### src/rtl/core/plant_stress_score_assert.svh
// Assertion macros for the stress score block.
// No dependencies; taken in by the modules that check themselves.
`ifndef PLANT_STRESS_SCORE_ASSERT_SVH
`define PLANT_STRESS_SCORE_ASSERT_SVH
`ifndef SYNTHESIS
`define PSS_ASSERT(lbl, clk, rstn, prop, msg) \
    lbl: assert property (@(posedge clk) disable iff (!rstn) prop) else $error(msg);
`define PSS_ASSERT_ALWAYS(lbl, clk, prop, msg) \
    lbl: assert property (@(posedge clk) prop) else $error(msg);
`else
`define PSS_ASSERT(lbl, clk, rstn, prop, msg)
`define PSS_ASSERT_ALWAYS(lbl, clk, prop, msg)
`endif
`endif

### src/rtl/core/pss_pkg.sv
// Shared types, register indexes and constant dividers for the stress score block.
// No dependencies.
`default_nettype none
package pss_pkg;

    typedef logic [6:0] part_t;
    typedef part_t parts_t [4];

    localparam logic [2:0] REG_SOIL_BASE  = 3'd0;
    localparam logic [2:0] REG_HEAT_BASE  = 3'd1;
    localparam logic [2:0] REG_HEAT_RANGE = 3'd2;
    localparam logic [2:0] REG_LIGHT_BASE = 3'd3;
    localparam logic [2:0] REG_HUM_BASE   = 3'd4;
    localparam logic [2:0] REG_WEIGHTS    = 3'd5;
    localparam logic [2:0] REG_DOMINANCE  = 3'd6;
    localparam logic [2:0] REG_BASE_SCORE = 3'd7;

    localparam part_t FULL_SCORE = 7'd100;

    // x / 100 for x < 25600
    function automatic logic [7:0] div100_s(input logic [14:0] x);
        logic [27:0] p;
        p = 28'(x) * 28'd5243;
        return p[26:19];
    endfunction

    // x / 100 for x < 43699
    function automatic logic [9:0] div100_w(input logic [16:0] x);
        logic [32:0] p;
        p = 33'(x) * 33'd41944;
        return p[31:22];
    endfunction

    // x / 3 for x <= 765
    function automatic logic [7:0] div3(input logic [9:0] x);
        logic [19:0] p;
        p = 20'(x) * 20'd683;
        return p[18:11];
    endfunction

endpackage
`default_nettype wire

### src/rtl/core/pss_partial.sv
// Four-stage partial score unit: clipped deficit, then 7-bit restoring divide.
// Uses pss_pkg.
`default_nettype none
module pss_partial #(
    parameter int DW = 16
) (
    input  wire logic          aclk,
    input  wire logic          en,
    input  wire logic          sel,
    input  wire logic [DW:0]   a,
    input  wire logic [DW:0]   b,
    input  wire logic [DW-1:0] dvs,
    output pss_pkg::part_t     partial
);
    import pss_pkg::*;

    localparam int NW = DW + 7;

    logic signed [DW+1:0] diff;
    logic                 pos;
    logic                 full;

    logic          act1_reg, full1_reg;
    logic [DW-1:0] dif1_reg, dvs1_reg;

    logic          act2_reg, full2_reg;
    logic [NW-1:0] num2_reg, den2_reg;
    logic [1:0]    q2_reg;
    logic [NW-1:0] num2_next;
    logic [1:0]    q2_next;

    logic          act3_reg, full3_reg;
    logic [NW-1:0] num3_reg, den3_reg;
    logic [4:0]    q3_reg;
    logic [NW-1:0] num3_next;
    logic [2:0]    q3_next;

    logic [NW-1:0] num4;
    logic [1:0]    q4;
    part_t         part_reg, part_next;

    always_comb begin
        diff = $signed({a[DW], a}) - $signed({b[DW], b});
        pos  = !diff[DW+1] && (diff != '0);
        full = diff >= $signed({2'b00, dvs});
    end

    always_comb begin
        logic [NW-1:0] n;
        logic [NW-1:0] d;
        n = NW'(dif1_reg) * NW'(100);
        d = NW'(dvs1_reg);
        for (int k = 0; k < 2; k++) begin
            if (n >= (d << (6 - k))) begin
                n = n - (d << (6 - k));
                q2_next[1-k] = 1'b1;
            end else begin
                q2_next[1-k] = 1'b0;
            end
        end
        num2_next = n;
    end

    always_comb begin
        logic [NW-1:0] n;
        n = num2_reg;
        for (int k = 0; k < 3; k++) begin
            if (n >= (den2_reg << (4 - k))) begin
                n = n - (den2_reg << (4 - k));
                q3_next[2-k] = 1'b1;
            end else begin
                q3_next[2-k] = 1'b0;
            end
        end
        num3_next = n;
    end

    always_comb begin
        num4 = num3_reg;
        for (int k = 0; k < 2; k++) begin
            if (num4 >= (den3_reg << (1 - k))) begin
                num4 = num4 - (den3_reg << (1 - k));
                q4[1-k] = 1'b1;
            end else begin
                q4[1-k] = 1'b0;
            end
        end
        if (!act3_reg) begin
            part_next = '0;
        end else if (full3_reg) begin
            part_next = FULL_SCORE;
        end else begin
            part_next = {q3_reg, q4};
        end
    end

    always_ff @(posedge aclk) begin
        if (en) begin
            act1_reg  <= sel && pos && (dvs != '0);
            full1_reg <= full;
            dif1_reg  <= diff[DW-1:0];
            dvs1_reg  <= dvs;

            act2_reg  <= act1_reg;
            full2_reg <= full1_reg;
            num2_reg  <= num2_next;
            den2_reg  <= NW'(dvs1_reg);
            q2_reg    <= q2_next;

            act3_reg  <= act2_reg;
            full3_reg <= full2_reg;
            num3_reg  <= num3_next;
            den3_reg  <= den2_reg;
            q3_reg    <= {q2_reg, q3_next};

            part_reg  <= part_next;
        end
    end

    assign partial = part_reg;

endmodule
`default_nettype wire

### src/rtl/core/pss_combine.sv
// Seven-stage combiner: weighting, dominant/secondary blend, base score scaling.
// Uses pss_pkg.
`default_nettype none
module pss_combine (
    input  wire logic        aclk,
    input  wire logic        en,
    input  wire logic [3:0]  mask_in,
    input  wire pss_pkg::parts_t parts_in,
    input  wire logic [31:0] weights,
    input  wire logic [6:0]  dominance,
    input  wire logic [7:0]  base,
    output logic             known,
    output logic [6:0]       score,
    output logic [3:0]       mask_out,
    output pss_pkg::parts_t  parts_out
);
    import pss_pkg::*;

    logic [3:0] msk_reg [7];
    parts_t     prt_reg [7];

    logic [7:0] wp1_reg [4];

    logic [7:0] max2_reg, max2_next;
    logic [9:0] oth2_reg, oth2_next;
    logic [2:0] cnt2_reg, cnt2_next;

    logic signed [8:0]  fac;
    logic signed [19:0] prod3_reg;
    logic [7:0]         max3_reg;
    logic [2:0]         cnt3_reg;

    logic [19:0] mag;
    logic [9:0]  q4_reg;
    logic        neg4_reg;
    logic [7:0]  max4_reg;
    logic [2:0]  cnt4_reg;

    logic [9:0]         qc;
    logic signed [11:0] devs;
    logic [6:0]         dev5_reg, dev5_next;
    logic [6:0]         bc5_reg, bc;

    logic [13:0] m6_reg;
    logic [6:0]  bc6_reg;

    logic [7:0]  fin;
    logic [6:0]  score_reg, score_next;

    always_comb begin
        logic [9:0] sum;
        max2_next = '0;
        sum       = '0;
        cnt2_next = '0;
        for (int g = 0; g < 4; g++) begin
            if (wp1_reg[g] > max2_next) begin
                max2_next = wp1_reg[g];
            end
            sum       = sum + 10'(wp1_reg[g]);
            cnt2_next = cnt2_next + 3'(msk_reg[0][g]);
        end
        oth2_next = sum - 10'(max2_next);
    end

    assign fac = 9'sd100 - $signed({2'b00, dominance});
    assign mag = prod3_reg[19] ? 20'(-prod3_reg) : prod3_reg;

    always_comb begin
        unique case (cnt4_reg)
            3'd2:    qc = q4_reg;
            3'd3:    qc = {1'b0, q4_reg[9:1]};
            3'd4:    qc = {2'b00, div3(q4_reg)};
            default: qc = '0;
        endcase
        devs = $signed({4'b0000, max4_reg}) + (neg4_reg ? -$signed({2'b00, qc})
                                                         : $signed({2'b00, qc}));
        priority if (devs > 12'sd100) begin
            dev5_next = 7'd100;
        end else if (devs < 12'sd0) begin
            dev5_next = '0;
        end else begin
            dev5_next = devs[6:0];
        end
        bc = (base > 8'd100) ? 7'd100 : base[6:0];
    end

    always_comb begin
        fin        = 8'(bc6_reg) + div100_s(15'(m6_reg));
        score_next = (fin > 8'd100) ? 7'd100 : fin[6:0];
        if (msk_reg[5] == '0) begin
            score_next = '0;
        end
    end

    always_ff @(posedge aclk) begin
        if (en) begin
            msk_reg[0] <= mask_in;
            prt_reg[0] <= parts_in;
            for (int s = 1; s < 7; s++) begin
                msk_reg[s] <= msk_reg[s-1];
                prt_reg[s] <= prt_reg[s-1];
            end

            for (int g = 0; g < 4; g++) begin
                wp1_reg[g] <= mask_in[g] ? div100_s(15'(parts_in[g]) * 15'(weights[8*g +: 8]))
                                         : 8'd0;
            end

            max2_reg <= max2_next;
            oth2_reg <= oth2_next;
            cnt2_reg <= cnt2_next;

            prod3_reg <= 20'($signed({1'b0, oth2_reg})) * 20'(fac);
            max3_reg  <= max2_reg;
            cnt3_reg  <= cnt2_reg;

            q4_reg   <= div100_w(mag[16:0]);
            neg4_reg <= prod3_reg[19];
            max4_reg <= max3_reg;
            cnt4_reg <= cnt3_reg;

            dev5_reg <= dev5_next;
            bc5_reg  <= bc;

            m6_reg  <= 14'(7'd100 - bc5_reg) * 14'(dev5_reg);
            bc6_reg <= bc5_reg;

            score_reg <= score_next;
        end
    end

    assign known     = msk_reg[6] != '0;
    assign score     = score_reg;
    assign mask_out  = msk_reg[6];
    assign parts_out = prt_reg[6];

endmodule
`default_nettype wire

### src/rtl/core/plant_stress_score.sv
// Top level of the plant stress score block: registers, valid pipeline, units.
// Uses pss_pkg, pss_partial, pss_combine and plant_stress_score_assert.svh.
//
//  channel   ports                          direction
//  s_        sensor word, valid/ready       in
//  m_        score word, valid/ready        out
//  cfg_      index/data, valid/ready        in
//
// The pipeline runs through the partial dividers, then the combiner.
// One word per cycle; every stage holds while m_valid is high and m_ready low.
// s_ready = !m_valid || m_ready; cfg_ready is always high.
// Reset clears the valid pipeline and loads register defaults.
`default_nettype none
module plant_stress_score #(
    parameter int LIGHT_BITS = 24
) (
    input  wire logic                  aclk,
    input  wire logic                  aresetn,
    input  wire logic                  s_valid,
    output logic                       s_ready,
    input  wire logic [9:0]            s_soil_moisture,
    input  wire logic signed [15:0]    s_leaf_air_delta,
    input  wire logic [LIGHT_BITS-1:0] s_illuminance,
    input  wire logic [13:0]           s_humidity,
    input  wire logic [3:0]            s_valid_mask,
    input  wire logic                  s_soil_ok,
    input  wire logic                  s_leaf_ok,
    input  wire logic                  s_air_hum_ok,
    input  wire logic                  s_lux_ok,
    output logic                       m_valid,
    input  wire logic                  m_ready,
    output logic                       m_score_known,
    output logic [6:0]                 m_stress_score,
    output logic [3:0]                 m_evaluated_mask,
    output logic [6:0]                 m_soil_partial,
    output logic [6:0]                 m_heat_partial,
    output logic [6:0]                 m_light_partial,
    output logic [6:0]                 m_humidity_partial,
    input  wire logic                  cfg_valid,
    output logic                       cfg_ready,
    input  wire logic [2:0]            cfg_index,
    input  wire logic [31:0]           cfg_data
);
    import pss_pkg::*;

    localparam int LAT = 11;
    localparam int PLAT = 4;

    logic [9:0]            soil_base_reg;
    logic signed [15:0]    heat_base_reg;
    logic [14:0]           heat_range_reg;
    logic [LIGHT_BITS-1:0] light_base_reg;
    logic [13:0]           hum_base_reg;
    logic [31:0]           weights_reg;
    logic [6:0]            dom_reg;
    logic [7:0]            base_reg;

    logic [LAT-1:0] vld_reg;
    logic           en;
    logic [3:0]     mask;
    logic [3:0]     msk_reg [PLAT];
    parts_t         parts;
    parts_t         parts_out;

    assign en        = !vld_reg[LAT-1] || m_ready;
    assign s_ready   = en;
    assign m_valid   = vld_reg[LAT-1];
    assign cfg_ready = 1'b1;

    always_comb begin
        mask[0] = s_soil_ok && s_valid_mask[0];
        mask[1] = s_leaf_ok && s_air_hum_ok && s_valid_mask[1];
        mask[2] = s_lux_ok && s_valid_mask[2];
        mask[3] = s_air_hum_ok && s_valid_mask[3];
    end

    always_ff @(posedge aclk) begin
        if (!aresetn) begin
            soil_base_reg  <= 10'd400;
            heat_base_reg  <= '0;
            heat_range_reg <= 15'd500;
            light_base_reg <= '0;
            hum_base_reg   <= 14'd5000;
            weights_reg    <= 32'h1919_1919;
            dom_reg        <= '0;
            base_reg       <= '0;
        end else if (cfg_valid) begin
            unique case (cfg_index)
                REG_SOIL_BASE:  soil_base_reg  <= cfg_data[9:0];
                REG_HEAT_BASE:  heat_base_reg  <= cfg_data[15:0];
                REG_HEAT_RANGE: heat_range_reg <= cfg_data[14:0];
                REG_LIGHT_BASE: light_base_reg <= cfg_data[LIGHT_BITS-1:0];
                REG_HUM_BASE:   hum_base_reg   <= cfg_data[13:0];
                REG_WEIGHTS:    weights_reg    <= cfg_data;
                REG_DOMINANCE:  dom_reg        <= cfg_data[6:0];
                REG_BASE_SCORE: base_reg       <= cfg_data[7:0];
                default:        ;
            endcase
        end
    end

    always_ff @(posedge aclk) begin
        if (!aresetn) begin
            vld_reg <= '0;
        end else if (en) begin
            vld_reg <= {vld_reg[LAT-2:0], s_valid};
        end
    end

    always_ff @(posedge aclk) begin
        if (en) begin
            msk_reg[0] <= mask;
            for (int s = 1; s < PLAT; s++) begin
                msk_reg[s] <= msk_reg[s-1];
            end
        end
    end

    pss_partial #(.DW(10)) u_soil (
        .aclk    (aclk),
        .en      (en),
        .sel     (mask[0]),
        .a       ({1'b0, soil_base_reg}),
        .b       ({1'b0, s_soil_moisture}),
        .dvs     (soil_base_reg),
        .partial (parts[0])
    );

    pss_partial #(.DW(16)) u_heat (
        .aclk    (aclk),
        .en      (en),
        .sel     (mask[1]),
        .a       ({s_leaf_air_delta[15], s_leaf_air_delta}),
        .b       ({heat_base_reg[15], heat_base_reg}),
        .dvs     ({1'b0, heat_range_reg}),
        .partial (parts[1])
    );

    pss_partial #(.DW(LIGHT_BITS)) u_light (
        .aclk    (aclk),
        .en      (en),
        .sel     (mask[2]),
        .a       ({1'b0, light_base_reg}),
        .b       ({1'b0, s_illuminance}),
        .dvs     (light_base_reg),
        .partial (parts[2])
    );

    pss_partial #(.DW(14)) u_hum (
        .aclk    (aclk),
        .en      (en),
        .sel     (mask[3]),
        .a       ({1'b0, hum_base_reg}),
        .b       ({1'b0, s_humidity}),
        .dvs     (hum_base_reg),
        .partial (parts[3])
    );

    pss_combine u_comb (
        .aclk      (aclk),
        .en        (en),
        .mask_in   (msk_reg[PLAT-1]),
        .parts_in  (parts),
        .weights   (weights_reg),
        .dominance (dom_reg),
        .base      (base_reg),
        .known     (m_score_known),
        .score     (m_stress_score),
        .mask_out  (m_evaluated_mask),
        .parts_out (parts_out)
    );

    assign m_soil_partial     = parts_out[0];
    assign m_heat_partial     = parts_out[1];
    assign m_light_partial    = parts_out[2];
    assign m_humidity_partial = parts_out[3];

`include "plant_stress_score_assert.svh"

    `PSS_ASSERT(a_ready, aclk, aresetn, s_ready == (!m_valid || m_ready), "ready mismatch")
    `PSS_ASSERT(a_unknown, aclk, aresetn, (m_valid && !m_score_known) |-> (m_stress_score == 7'd0 && m_evaluated_mask == 4'd0 && m_soil_partial == 7'd0 && m_heat_partial == 7'd0), "unknown word not cleared")
    `PSS_ASSERT(a_range, aclk, aresetn, m_valid |-> (m_stress_score <= 7'd100 && m_soil_partial <= 7'd100 && m_heat_partial <= 7'd100 && m_light_partial <= 7'd100 && m_humidity_partial <= 7'd100), "score out of range")
    `PSS_ASSERT_ALWAYS(a_rst, aclk, !aresetn |=> !m_valid, "valid after reset")

endmodule
`default_nettype wire
### config.mk
export PLATFORM = sky130hd
export DESIGN_NAME = plant_stress_score
export DESIGN_NICKNAME = d
export VERILOG_FILES = /design/src/rtl/core/pss_pkg.sv /design/src/rtl/core/pss_partial.sv /design/src/rtl/core/pss_combine.sv /design/src/rtl/core/plant_stress_score.sv
export VERILOG_INCLUDE_DIRS = /design/src /design/src/rtl/core
export SDC_FILE = /design/constraint.sdc
export NUM_CORES = 2
export LEC_CHECK = 0
export ABC_AREA = 1
export BUFFER_PORTS_ARGS = -buffer_cell sky130_fd_sc_hd__buf_2
export CORE_MARGIN = 2
export CORE_UTILIZATION = 65
export CTS_CLUSTER_SIZE = 16
export DETAILED_ROUTE_END_ITERATION = 12
export HOLD_SLACK_MARGIN = 0.02
export PLACE_DENSITY = 0.86
export SLEW_MARGIN = 25
export SYNTH_ARGS = -nofsm -noshare
export SYNTH_HDL_FRONTEND = slang
export SYNTH_HIERARCHICAL = 1
export SYNTH_SLANG_ARGS = --single-unit
export TNS_END_PERCENT = 100
### constraint.sdc
create_clock -name aclk -period 36.9 [get_ports aclk]
set_input_delay 3.69 -clock aclk [delete_from_list [all_inputs] [get_ports aclk]]
set_output_delay 3.69 -clock aclk [all_outputs]
set_load 0.1 [all_outputs]
==> results.md <==
- The post-layout instance count excluding filler cells is 16,000.
- The utilization after layout is 69.4%.
- The detailed-route vias per instance is 5.62.
- The row count is 152.
- The total non-filler cell area in the finished layout is 119,000 um2.
- In this run the standard cell core region covers 172,000 um2.
- The time the final worst path needs with I/O delays and setup is 9.62 ns.
- The largest incremental delay on the critical path is 0.67 ns.
- Detailed placement finished with a half-perimeter wire length of 223 mm.
- The endpoint required time on the critical path is 37.43 ns.
- The wire length of the first global-routing pass is 446 mm.
- For the final database, setup skew stands at 0.0761 ns.
- The area share of the largest cell type after synthesis is 23.8%.
- The worst hold path begins at u_comb/prt_reg[3][24]$_DFFE_PP_.
- The initial antenna violation count was 14.
- Setup violations remaining at the end of the flow were counted as 0.
- The relative slew slack is 20.6%.
- Wires add up to 275 mm.
- Across the whole layout, storage elements account for 29,500 um2.
- The number of buffers inserted by port buffering is 153.
- Across every metal layer, demand over resource in global routing totals 31.5%.
- In this run, the number of DRC markers left after iteration 0 of detailed routing was 7,204.
- In this run the worst setup path begins at u_heat/partial[3]$_SDFFCE_PP0P_.
- In this run the worst hold path is classified as reg2reg.
- The number of CTS-inserted buffers is 111.
- The category of the critical setup timing path is reg2reg.
- Setup repair after global routing left no endpoint under its margin.
- The number of flip-flops in the largest register is 196.
- The final worst-path cycle share is 26.1%.
- The accumulated negative setup slack is 0 ns.
- After synthesis, the cell types taking the most area are edfxtp_1, ha_1, fa_1.
- Summing all multi-input logic gate instances after layout gives 71,600 um2.
- The floorplan die area is 176,000 um2.
- The data arrival time at the worst-slack endpoint is 10.15 ns.
- The biggest area contributor in the post-synthesis netlist is edfxtp_1.
- The number of inserted filler cells in the final layout is 13,100.
- The layout cell share with drive strength beyond 1 is 4.41%.
- Yosys mapped a number of flops with a built-in enable equal to 890.
- The endpoint class of the critical path is a register.
- The placed instances occupy a cell area of 115,000 um2.
- The max-slew violation count is 0.
- Counting every sink on the clock net gives 1,027.
- The insertion delay to the later sink of the worst-skew pair is 0.80 ns.
- Synthesis produced a netlist whose cell count is 13,500.
- The root buffer cell chosen for the clock tree is clkbuf_16.
- The slew of the pin with the lowest slew margin is 1.19 ns.
- The first detailed-routing pass took 6 iterations.
- The height of the chip is 419 um.
- In this run, post-CTS repair resized a total of 0 instances.
- The overflow left after global routing is 0.
- Hold repair after CTS inserted 0 buffers.
- Timing would allow up to 0.104 GHz.
- Buffers added to address setup during post-CTS repair amount to 0.
- Among all stages on the critical path, the largest delay is contributed by xor2_1.
- Yosys mapped the design onto 78 distinct sky130hd cell types.
- For this run, design rule violations remaining after detail routing come to 0.
- The run finished with clean final reports.
- The type of origin of the critical path is a register.
- The total via count in the routed design is 90,000.
- The worst register-to-register path begins at u_heat/partial[3]$_SDFFCE_PP0P_.
- Of all nets on the critical path, the largest fanout is 9.
- Pin placement for this block handled 155 I/O pins.
- The kind of cell adding the most delay to the critical path is adder cells.
- The effective utilization at floorplan is 65.4%.
- Together, buffers and inverters on the worst path number 8.
- The floorplan step set the die width to 419 um.
- A synthesized cell averages 8.33 um2.
- The warning count from the yosys run is 6.
- TritonCTS built the clock tree.
- Compared with the post-synthesis result, the final layout area differs by 6.15%.
- The clock-pin slew on the worst setup and hold paths is 0.06 ns.
- The worst-case clock buffer depth is 3.
- The pin count of the biggest net entering global routing is 178.
- Summing every instance area after synthesis gives 112,000 um2.
- The most used flip-flop cell after synthesis is edfxtp_1.
- The fraction of registers with async set or reset after synthesis is 0%.
- The number of global-route vias before repair came to 89,900.
- Routability-driven placement finished with a final weighted congestion of 0.993.
- After detailed routing, the average wire length per cell comes to 17.2 um.
- Counting tap cells, the placed design contains a total of 15,800 instances.
- The post-synthesis register bit count is 1,027.
- The H-tree level count is 3.
- The tool flagged a number of max-cap violations equal to 0.
- The final hold violation count is 0.
- For this run, the post-layout net count is 16,100.
- The sequential cell area fraction in the yosys report is 26.3%.
- The count of nets left with antenna violations once routing finished came out at 0.
-- kinds of logic after synthesis --
family,count (synthesis),share of synthesized area (%)
AO/OA/AOI/OAI,1782,8.83
XOR/XNOR,617,4.82
adder cells (fa/ha/maj),2443,32.2
buffers and inverters,2897,9.91
flip-flops,1027,26.3
multiplexers,2,0.0201
other,2,0.00670
AND/OR/NAND/NOR,4690,17.9
-- synth_stat cells (36+ instances only) --
cell type,number
clkbuf_1,75
nand4_1,175
nand3_1,563
ha_1,1703
o21bai_1,65
nor3_1,111
nor2_1,883
xor2_1,380
a21oi_1,781
inv_1,2692
edfxtp_1,890
a21o_1,63
dfxtp_1,137
or2_2,36
buf_2,50
fa_1,740
o21ai_0,590
a31oi_1,56
nand2_1,2669
nand2_2,58
xnor2_1,236
nor4_1,51
-- cell type report --
class / count / share of cell area, %
diodes: 3 / 0.00631
clock buffers: 133 / 2.45
clock inverters: 77 / 0.791
inverters: 2733 / 8.62
multi-input cells: 9543 / 60.2
flip-flops and latches: 1027 / 24.8
well taps: 2310 / 2.43
repair buffers: 171 / 0.783
-- metal layers --
metal	global-route usage, %	vias up	part of all wire [%]
met1	38.7	42100	40
met3	3.56	754	6.1
met5	0	-	0.029
li1	-	44000	-
met4	18.0	10	6.3
met2	53.8	3072	47
-- per-stage QoR --
stage	hold slack [ns]	worst slack, ns
after detailed placement	0.405	27.32
after floorplan	0.400	4.58
final	0.410	27.28
after CTS	0.412	27.28
after global routing	0.417	26.64
after global placement	0.400	27.44
-- worst paths after layout --
check                                       endpoint  slack, ns  depth (start not counted)
setup / recovery  u_comb/wp1_reg[1][7]$_SDFFCE_PN0P_      27.28                         41
hold / removal       u_comb/prt_reg[4][24]$_DFFE_PP_       0.41                          0
setup reg to reg  u_comb/wp1_reg[1][7]$_SDFFCE_PN0P_      27.28                         41
hold reg to reg      u_comb/prt_reg[4][24]$_DFFE_PP_       0.41                          0
-- worst register-to-register path, delay by kind of cell (launching register included) --
| kind | cells | cell delay [ns] |
|---|---|---|
| compound gates | 9 | 1.56 |
| xor+xnor | 2 | 0.84 |
| fa+ha+maj | 11 | 5.06 |
| buf+inv | 8 | 0.48 |
| flops | 1 | 0.54 |
| simple gates | 11 | 0.88 |
-- layout by cell type (no fill, tap or decap), types with 152 or more instances in the layout --
cell type  instances
o21ai_0          589
nand2_1         2667
inv_1           2691
nand3_1          563
a21oi_1          781
xnor2_1          236
fa_1             740
edfxtp_1         890
xor2_1           380
buf_2            152
nor2_1           882
nand4_1          175
ha_1            1703
Power is not shown: default switching activity piles up to over one toggle a cycle in this logic, so the estimate is an artifact.
